**config.mk**
```make
export PLATFORM = sky130hd
export DESIGN_NAME = acm_outbuf
export DESIGN_NICKNAME = d
export VERILOG_FILES = /design/src/rtl/core/acm_pkg.sv /design/src/rtl/core/acm_outbuf.sv
export SDC_FILE = /design/constraint.sdc
export NUM_CORES = 1
export LEC_CHECK = 0
export BUFFER_PORTS_ARGS = -buffer_cell sky130_fd_sc_hd__buf_2
export CAP_MARGIN = 30
export CORE_AREA = 2 2 68 70
export DETAILED_ROUTE_END_ITERATION = 8
export DIE_AREA = 0 0 70 72
export PLACE_DENSITY = 0.72
export SLEW_MARGIN = 5
export SYNTH_ARGS = -nofsm -noshare
export SYNTH_HDL_FRONTEND = slang
export SYNTH_SLANG_ARGS = --single-unit
```
**constraint.sdc**
```tcl
create_clock -name clk_i -period 0.8 [get_ports clk_i]
set_input_delay 0.08 -clock clk_i [delete_from_list [all_inputs] [get_ports clk_i]]
set_output_delay 0.08 -clock clk_i [all_outputs]
set_load 0.1 [all_outputs]
```
**src/rtl/core/acm_pkg.sv**
```systemverilog
// acm_pkg: command and status codes and the result word type of the
// multi-pattern string matcher. No dependencies.
package acm_pkg;

  localparam logic [1:0] CMD_PATTERN = 2'd0;
  localparam logic [1:0] CMD_COMPILE = 2'd1;
  localparam logic [1:0] CMD_TEXT    = 2'd2;

  localparam logic [1:0] ST_MATCH = 2'd0;
  localparam logic [1:0] ST_OK    = 2'd1;
  localparam logic [1:0] ST_OVF   = 2'd2;

  typedef struct packed {
    logic [1:0]  status;
    logic [3:0]  pattern_index;
    logic [31:0] start_position;
    logic [8:0]  node_count;
    logic        last;
  } acm_result_t;

  typedef struct packed {
    logic        valid;
    acm_result_t word;
  } acm_push_t;

endpackage

```
**src/rtl/core/acm_outbuf.sv**
```systemverilog
// acm_outbuf: one-word output register between the engine and the result port.
// Depends on acm_pkg.
module acm_outbuf
  import acm_pkg::*;
(
  input  logic        clk_i,
  input  logic        rst_ni,
  input  acm_push_t   push_i,
  output logic        free_o,
  output logic        out_valid_o,
  input  logic        out_ready_i,
  output acm_result_t word_o
);

  logic        valid_q, valid_d;
  acm_result_t word_q;

  assign free_o = !valid_q || out_ready_i;

  always_comb begin
    valid_d = valid_q;
    if (push_i.valid) begin
      valid_d = 1'b1;
    end else if (out_ready_i) begin
      valid_d = 1'b0;
    end
  end

  always_ff @(posedge clk_i or negedge rst_ni) begin
    if (!rst_ni) begin
      valid_q <= 1'b0;
    end else begin
      valid_q <= valid_d;
    end
  end

  always_ff @(posedge clk_i) begin
    if (push_i.valid) begin
      word_q <= push_i.word;
    end
  end

  assign out_valid_o = valid_q;
  assign word_o      = word_q;

endmodule

```
* Word-level counts from Yosys, hierarchy flattened *
Cells that the tools add are included.

word-level totals
  bits in registers = 49
  bits in latches = 0
  bits in writable memories = 0
  bits in read-only memories = 0
  bits of input ports = 52
  logic and storage cells = 11
  memories = 0

operators by class
  $add $sub $neg = 0
  multiply operators = 0
  div/mod/pow operators = 0
  order comparisons = 0
  equality and inequality tests = 0
  shift operators = 0
  multiplexer cells = 2
  bitwise logic cells = 0
  reductions and logical operators = 3

operator list
  kind                number
  $mux W1             2
  $reduce_bool A2 Y1  1
  $logic_not A1 Y1    1
  $logic_or A1 B1 Y1  1

* Logic depth before layout (Yosys ltp) *
Gate-level depths: netlist (run 1).

  depth in word-level cells = 2
  mapped depth = 2

* Worst setup path before layout (run 1) *
No wires, ideal clock.

  path type = reg2reg
  start point = register out_valid_o (netlist name)
  end point = register valid_q, in the netlist out_valid_o
  setup time = 0.075 ns
  arrival = 1.454 ns
  data required time = 0.725 ns
  path slack = -0.729 ns
  cell stages (with the launch flop) = 3
  path through = dfrtp_1 nand2b_4 nand2b_2

RTL lines
  element                 line              source
  end signal: assignment  acm_outbuf.sv:33  valid_q <= valid_d;
  end: declaration        acm_outbuf.sv:15  logic valid_q, valid_d;

* Worst setup path after layout (run 1) *
  start point = register valid_q, in the netlist out_valid_o
  end point = output free_o

on the way
  cells in the longest elaborated chain, start to end = 2

ends and longest elaborated chain
  element             line              source
  $logic_not A1 Y1    acm_outbuf.sv:18  assign free_o = !valid_q || out_ready_i;
  $logic_or A1 B1 Y1  acm_outbuf.sv:18
  end: declaration    acm_outbuf.sv:9   output logic free_o,

No other way between the ends.

==> flow_summary.yaml, run 1 <==
yosys:
  synth_nets: 103
  yosys_register_bits: 49
  synth_enable_flop_cells: 48
  synth_cells: 51
  yosys_warnings: 0
  synth.area.top_cells: "edfxtp_1 (97%), dfrtp_1 (1.7%), nand2b_4 (0.92%)"
  yosysSeqAreaShare_pct: 98.5
  synth_ff_type: "edfxtp_1"
  synthMostInstantiatedCell: "edfxtp_1"
  synth_area_leader_cell: "edfxtp_1"
  synthArstFlopShare_pct: 2.04
  netlist_area_sq_um: 1490
  synth_top_area_share_pct: 96.8
  synth_commonest_cells: "edfxtp_1 (48), dfrtp_1 (1), nand2b_2 (1), nand2b_4 (1)"
  avgSynthCellArea_sq_um: 29.2
  ys_types: 4
clocking:
  cts_tree: "built"
  cts_resized: 0
  cts.sinks: 49
  cts_max_level: 2
  clk_latency_ps: 280
  cts_root_buf: "clkbuf_8"
  clk_path_buf_depth: 2
  numCtsBuffers: 5
  clkSlewWorstSetupHoldPaths_ps: 70
final_layout:
  final_area_sq_um: 3470
  final_core_utilization_pct: 81.3
  drive_above_1_share_pct: 53.5
  finalNetCount: 264
  syn2layout_area_growth_pct: 133
  n_fill_cell: 233
  diodes: 0
detailed_routing:
  via_per_inst: 4.05
  vias: 1072
  ant_nets: 0
  wire_per_inst_um: 14.2
  wl_um: 3760
  drt_iter0_drc: 54
  first_pass_iters: 4
  drc: 0
pwr:
  comb_power_share_pct: 36.8
  vdd_ir_drop_max_uv: 1390
  power_density_nw_per_um2: 2110
  p_int_w: 0.00478
  pwr-share-clk_pct: 19.3
  p_switching_w: 0.00254
  p_total_w: 0.00732
  swShare_pct: 34.7
  power_frac_seq_pct: 43.9
  leakagePower_nw: 1.45
global_routing:
  grt_pass1_wl_um: 5890
  antenna_found_initial: 0
  first_global_vias: 1238
  grt_util_all_layers_pct: 15.5
  grt_max_degree: 21
  grt_overflow: 0
floorplan:
  die_x_um: 70
  start_util_pct: 34.9
  die-area_sq_um: 5040
  rows: 24
  die_h_um: 72
  coreArea_sq_um: 4260
  io_pins: 102
timing:
  rsz0062_at_grt: "true"
  finalCritPeriodShare_pct: 141
  fin_crit_ps: 1130
  max_freq_mhz: 886
  setup_viol: 51
  setup_ws_ps: -329
  skew_ps: 0
  setup_tns_ps: -9020
  slew_headroom_pct: 89.7
  maxSlewViolCount: 0
  tightest_slew_ps: 155
  hold_violations: 0
hold_path:
  worstHoldPathType: "input pin to async pin"
critical_path:
  required_ps: 720
  endpoint_kind: "output port"
  cp.arrival_ps: 1050
  r2r_cells: 3
  critPathLaunchType: "flop"
  crit_chain: "nand2b_4 > buf_12"
  cp_max_fo: 2
  cp_slowest_cell: "dfrtp_4"
  worstSetupPathType: "flop to output port"
  cpPeakStageDelay_ps: 510
status:
  violations: "setup timing"
  status: "finished with violations"
place:
  gp_congestion: 0.719
  place_area_sq_um: 2880
  io_buffers: 101
job:
  max_cap_viol_count: 0
==> path summary, 6_finish.rpt <==
path,startpoint,slack (ps),endpoint
max,out_valid_o$_DFFE_PN0P_,-330,free_o
min,rst_ni,100,out_valid_o$_DFFE_PN0P_
max reg2reg,out_valid_o$_DFFE_PN0P_,-60,out_valid_o$_DFFE_PN0P_
min reg2reg,out_valid_o$_DFFE_PN0P_,730,out_valid_o$_DFFE_PN0P_
max in group asynchronous,rst_ni,600,out_valid_o$_DFFE_PN0P_
min in group clk_i,out_ready_i,180,out_valid_o$_DFFE_PN0P_
==> power groups by stage <==
stage	registers (W)	logic (W)	clock network (W)
final	0.00321	0.00269	0.00141
after global routing	0.00323	0.00275	0.00160
after global placement	0.00327	0.00248	0
after detailed placement	0.00328	0.00251	0
after CTS	0.00322	0.00270	0.00148
after floorplan	0.00461	0.0000395	0
==> metal layers <==
layer / up-vias / track usage (%) / wire (um)
met3: 4 / 5.28 / 308
met5: - / 0 / 0
li1: 525 / - / -
met1: 474 / 15.0 / 1270
met4: 0 / 4.91 / 57
met2: 69 / 30.7 / 2130
==> cells by family (layout without fill, tap and decap cells) <==
logic type             count (synthesis)  in the layout  synth area share, %
flip-flops                            49             49                 98.5
AND/OR/NAND/NOR                        2              2                 1.51
buffers and inverters                  0            162                    0
==> final cells by class <==
| cell class | count | area (sq um) | area share (%) |
|---|---|---|---|
| Clock buffer | 8 | 90.1 | 2.60 |
| Sequential cell | 49 | 1470 | 42.4 |
| Tap cell | 52 | 65.1 | 1.88 |
| Multi-Input combinational cell | 2 | 27.5 | 0.794 |
| Timing Repair Buffer | 154 | 1810 | 52.3 |
==> sequential cells by signal, indices dropped and copies added (netlist names) <==
register / flops
word_o: 48
out_valid_o: 1
==> layout by cell type, fill, tap and decap left out <==
cell,Yosys,final
edfxtp_1,48,48
nand2b_4,1,2
buf_2,0,51
buf_12,0,53
dlygate4sd3_1,0,49
clkbuf_1,0,2
clkbuf_8,0,6
dfrtp_4,0,1
buf_4,0,1
==> worst max-delay path, delay by kind of cell (launching register included) <==
kind	cells	cell delay, ps
flops	1	510
buf+inv	1	170
simple gates	1	90
==> per-stage QoR <==
step	cells	hold WS [ps]	worst slack (ps)
2_1_floorplan	51	-216	-320
3_3_place_gp	207	-144	-39.5
3_5_place_dp	207	-139	-46.5
4_1_cts	265	84.6	-349
5_1_grt	265	91.7	-368
6_report	265	98.4	-329
==> repair_timing <==
action,CTS,global route
hold buffers,49,0
gates cloned,0,0
endpoints found under the setup margin,50,51
buffers inserted,1,0
hold endpoints to repair,49,0
(Power assumes the default switching activity.)
==> run 2, diff against run 1 <==
--- a/config.mk
+++ b/config.mk
@@ -11,6 +11,7 @@
 export DETAILED_ROUTE_END_ITERATION = 8
 export DIE_AREA = 0 0 70 72
 export PLACE_DENSITY = 0.72
+export SKIP_CTS_REPAIR_TIMING = 1
 export SLEW_MARGIN = 5
 export SYNTH_ARGS = -nofsm -noshare
 export SYNTH_HDL_FRONTEND = slang
==> run 2 against run 1 <==
Compared with the run above:
- clock skew stayed put
- core utilization unchanged
- sequential share of layout area stayed put
- wire length grew 0.19%
- the run still ends with setup timing left
- design area unchanged
- register-to-register slack hardly changed
- combinational power barely moved
- sequential power about the same
- cell count unchanged
- first-iteration DRC count is 54% lower
==> flow_summary.yaml, run 2 (synthesis gave the netlist of run 1 again) <==
global_routing:
  met3_usage_pct: 6.11
  busiest_layer: "met2"
  gr-usage-met2_pct: 23.3
  antenna_found_initial: 0
  first_global_vias: 980
  grt_pass1_wl_um: 4530
  grt_util_all_layers_pct: 12.0
  grt_overflow: 0
  grt_use_met1_pct: 11.1
  grt_max_degree: 21
floorplan:
  start_util_pct: 34.9
  die_h_um: 72
  coreArea_sq_um: 4260
  rows: 24
  die_x_um: 70
  die-area_sq_um: 5040
  io_pins: 102
clocking:
  cts_max_level: 2
  clkSlewWorstSetupHoldPaths_ps: 70
  cts_root_buf: "clkbuf_8"
  clk_latency_ps: 280
  numCtsBuffers: 5
  cts.sinks: 49
  clk_path_buf_depth: 2
  cts_tree: "built"
status:
  status: "finished with violations"
  violations: "setup timing"
detailed_routing:
  vias: 1065
  via_per_inst: 4.02
  first_pass_iters: 2
  drt_iter0_drc: 25
  wl_um: 3770
  wire_per_inst_um: 14.2
  drc: 0
  ant_nets: 0
critical_path:
  required_ps: 720
  cp-endpoint: "free_o"
  endpoint_kind: "output port"
  rrSetupSlack_ps: -60
  cp_max_fo: 2
  worstSetupPathType: "flop to output port"
  critPathLaunchType: "flop"
  cp.arrival_ps: 1050
  reg2reg_from: "out_valid_o$_DFFE_PN0P_"
  r2r_cells: 3
  reg2reg_to: "out_valid_o$_DFFE_PN0P_"
  setup.worst_path.start: "out_valid_o$_DFFE_PN0P_"
final_layout:
  final_area_sq_um: 3470
  diodes: 0
  stdcell_count: 265
  finalNetCount: 264
  largest_register_ffs: 48
  final_common_cell: "buf_12"
  final_cell_mix: "buf_12 (53), buf_2 (51), dlygate4sd3_1 (49), edfxtp_1 (48), clkbuf_8 (6)"
  n_fill_cell: 227
  drive_above_1_share_pct: 53.5
  syn2layout_area_growth_pct: 133
timing:
  setup_ws_ps: -332
  slew_headroom_pct: 89.6
  tightest_slew_ps: 158
  max_freq_mhz: 884
  hold_violations: 0
  maxSlewViolCount: 0
  skew_ps: 0
  fin_crit_ps: 1130
  holdWs_ps: 95.7
  finalCritPeriodShare_pct: 141
  rsz0062_at_grt: "true"
  setup_viol: 51
place:
  dp_worst_setup_slack_ps: -46.5
  placedCellCount: 207
  io_buffers: 101
  place_area_sq_um: 2880
  gp_congestion: 0.719
pwr:
  vdd_ir_drop_max_uv: 1220
  power_density_nw_per_um2: 2110
  leakagePower_nw: 1.45
  p_total_w: 0.00732
hold_path:
  worstHoldPathType: "input pin to async pin"
job:
  max_cap_viol_count: 0
## run 2: power by group
group | total [W] | switching [W] | internal, W | leakage [nW]
clock network | 0.00142 | 0.000711 | 0.000705 | 0.0455
registers | 0.00322 | 0.000161 | 0.00305 | 0.480
logic | 0.00269 | 0.00167 | 0.00102 | 0.926
## run 2: cell type report
class / count / area [sq um] / area share [%]
Timing Repair Buffer: 154 / 1810 / 52.3
Sequential cell: 49 / 1470 / 42.4
Clock buffer: 8 / 90.1 / 2.60
Tap cell: 52 / 65.1 / 1.88
Multi-Input combinational cell: 2 / 27.5 / 0.794
## run 2: worst min path at each step
stage | endpoint | cells after the start
floorplan | out_valid_o$_DFFE_PN0P_ | 0
global placement | out_valid_o$_DFFE_PN0P_ | 1
detailed placement | out_valid_o$_DFFE_PN0P_ | 1
CTS | out_valid_o$_DFFE_PN0P_ | 1
global route | out_valid_o$_DFFE_PN0P_ | 2
finish | out_valid_o$_DFFE_PN0P_ | 2
## run 2: worst max-delay path: stages (launching register included)
cell	delay [ps]
dfrtp_4	510
nand2b_4	90
buf_12	170
## run 2: routing by layer
metal | routed length (um) | part of all wire, %
met5 | 0 | 0
met4 | 10 | 0.27
met3 | 321 | 8.5
met2 | 2200 | 58
met1 | 1240 | 33
## run 2: stage by stage
stage | setup TNS (ps) | utilization (%)
after floorplan | -9370 | -
after detailed placement | -46.5 | 67.5
after global placement | -39.5 | 67.5
after global routing | -10880 | 81.3
final | -9160 | 81.3
after CTS | -9930 | 69.6
==> run 3, diff against run 2 <==
==> constraint.sdc (replaced) <==
create_clock -name clk_i -period 1 [get_ports clk_i]
set_input_delay 0.1 -clock clk_i [delete_from_list [all_inputs] [get_ports clk_i]]
set_output_delay 0.1 -clock clk_i [all_outputs]
set_load 0.1 [all_outputs]
==> run 3 against run 2 <==
Compared with the run above:
- the flow still finishes with violations (setup timing)
- design area fell by 0.58%
- die area unchanged
- cell count shrank 0.75%
- critical path type unchanged
- largest power group unchanged
==> flow_summary.yaml, run 3 (synthesis gave the netlist of run 1 again) <==
pwr:
  pwr-share-clk_pct: 22.1
  vdd_ir_drop_max_uv: 1350
  power_frac_seq_pct: 42.6
  leakagePower_nw: 1.44
  power_density_nw_per_um2: 1750
  comb_power_share_pct: 35.3
  p_switching_w: 0.00206
  p_int_w: 0.00398
  swShare_pct: 34.1
final_layout:
  diodes: 0
  syn2layout_area_growth_pct: 132
  stdcell_count: 263
  drive_above_1_share_pct: 53.6
  largest_register_ffs: 48
  finalNetCount: 262
  final_cell_mix: "buf_2 (51), buf_12 (51), dlygate4sd3_1 (49), edfxtp_1 (48), clkbuf_8 (5)"
  final_area_sq_um: 3450
timing:
  setup_tns_ps: -441
  holdWs_ps: 107
  hold_violations: 0
  setup_ws_ps: -183
  finalCritPeriodShare_pct: 118
  setup_viol: 29
  fin_crit_ps: 1180
  tightest_slew_ps: 198
  slew_headroom_pct: 86.8
  rsz0062_at_grt: "true"
  max_freq_mhz: 845
  maxSlewViolCount: 0
  skew_ps: 0
floorplan:
  io_pins: 102
  rows: 24
  coreArea_sq_um: 4260
  start_util_pct: 34.9
  die_h_um: 72
  die-area_sq_um: 5040
  die_x_um: 70
global_routing:
  grt_pass1_wl_um: 4390
  grt_overflow: 0
  grt_max_degree: 39
  first_global_vias: 981
  grt_util_all_layers_pct: 11.7
  antenna_found_initial: 0
critical_path:
  setup.worst_path.start: "out_valid_o$_DFFE_PN0P_"
  worstSetupPathType: "flop to output port"
  required_ps: 900
  cp.arrival_ps: 1080
  endpoint_kind: "output port"
  critPathLaunchType: "flop"
  reg2reg_from: "out_valid_o$_DFFE_PN0P_"
  cp_max_fo: 2
clocking:
  clk_latency_ps: 290
  cts_max_level: 2
  cts_tree: "built"
  numCtsBuffers: 5
  cts_root_buf: "clkbuf_8"
  clk_path_buf_depth: 2
  cts.sinks: 49
  clkSlewWorstSetupHoldPaths_ps: 80
place:
  dp_worst_setup_slack_ps: 131
  gp_congestion: 0.674
  io_buffers: 101
  hpwlAfterDp_um: 2460
  place_area_sq_um: 2850
  placedCellCount: 206
detailed_routing:
  via_per_inst: 4.21
  wire_per_inst_um: 14.1
  drc: 0
  drt_iter0_drc: 79
  first_pass_iters: 3
  vias: 1106
  ant_nets: 0
  wl_um: 3720
job:
  max_cap_viol_count: 0
status:
  status: "finished with violations"
  violations: "setup timing"
hold_path:
  worstHoldPathType: "input pin to async pin"
==> run 3: changes by cell type in the layout (fill, tap and decap cells not counted) <==
cell / change
clkinv_1: +1
clkbuf_8: -1
clkinvlp_4: +1
buf_12: -2
clkbuf_1: -2
bufinv_16: +1
==> run 3: path summary, 6_finish.rpt <==
path,to,slack (ps),cells after the start
worst max-delay path,free_o,-180,2
worst min-delay path,out_valid_o$_DFFE_PN0P_,110,2
worst max register to register,out_valid_o$_DFFE_PN0P_,240,2
worst min register to register,out_valid_o$_DFFE_PN0P_,620,2
max in group asynchronous,out_valid_o$_DFFE_PN0P_,790,2
min in group clk_i,out_valid_o$_DFFE_PN0P_,110,3
==> run 3: routing by layer <==
layer / up-vias / GRT usage [%] / wire, um
met4: 0 / 5.77 / 121
met3: 12 / 5.28 / 304
li1: 519 / - / -
met1: 505 / 10.9 / 1180
met2: 70 / 21.6 / 2110
met5: - / 0 / 0
==> run 3: through the flow <==
stage	power, W	util, %
after floorplan	0.00372	-
after global placement	0.00459	66.8
after detailed placement	0.00461	66.8
after CTS	0.00593	69.3
after global routing	0.00622	80.8
final	0.00604	80.8
==> run 3: final cells by class <==
cell class / instances / area, sq um
clock buffers: 5 / 68.8
clock inverters: 3 / 41.3
fillers: 228 / 817
multi-input cells: 2 / 27.5
flip-flops and latches: 49 / 1470
well taps: 52 / 65.1
repair buffers: 152 / 1770
==> run 3: worst max-delay path, cell delays in order, from the launching register on <==
cell	delay, ps
dfrtp_4	510
nand2b_4	110
buf_12	170
==> run 3: power by group through the flow <==
stage                      logic, W  registers, W  clock network (W)
after floorplan           0.0000316       0.00369                  0
after global placement      0.00197       0.00262                  0
after detailed placement    0.00198       0.00263                  0
after CTS                   0.00199       0.00258            0.00137
after global routing        0.00217       0.00259            0.00145
final                       0.00213       0.00257            0.00133
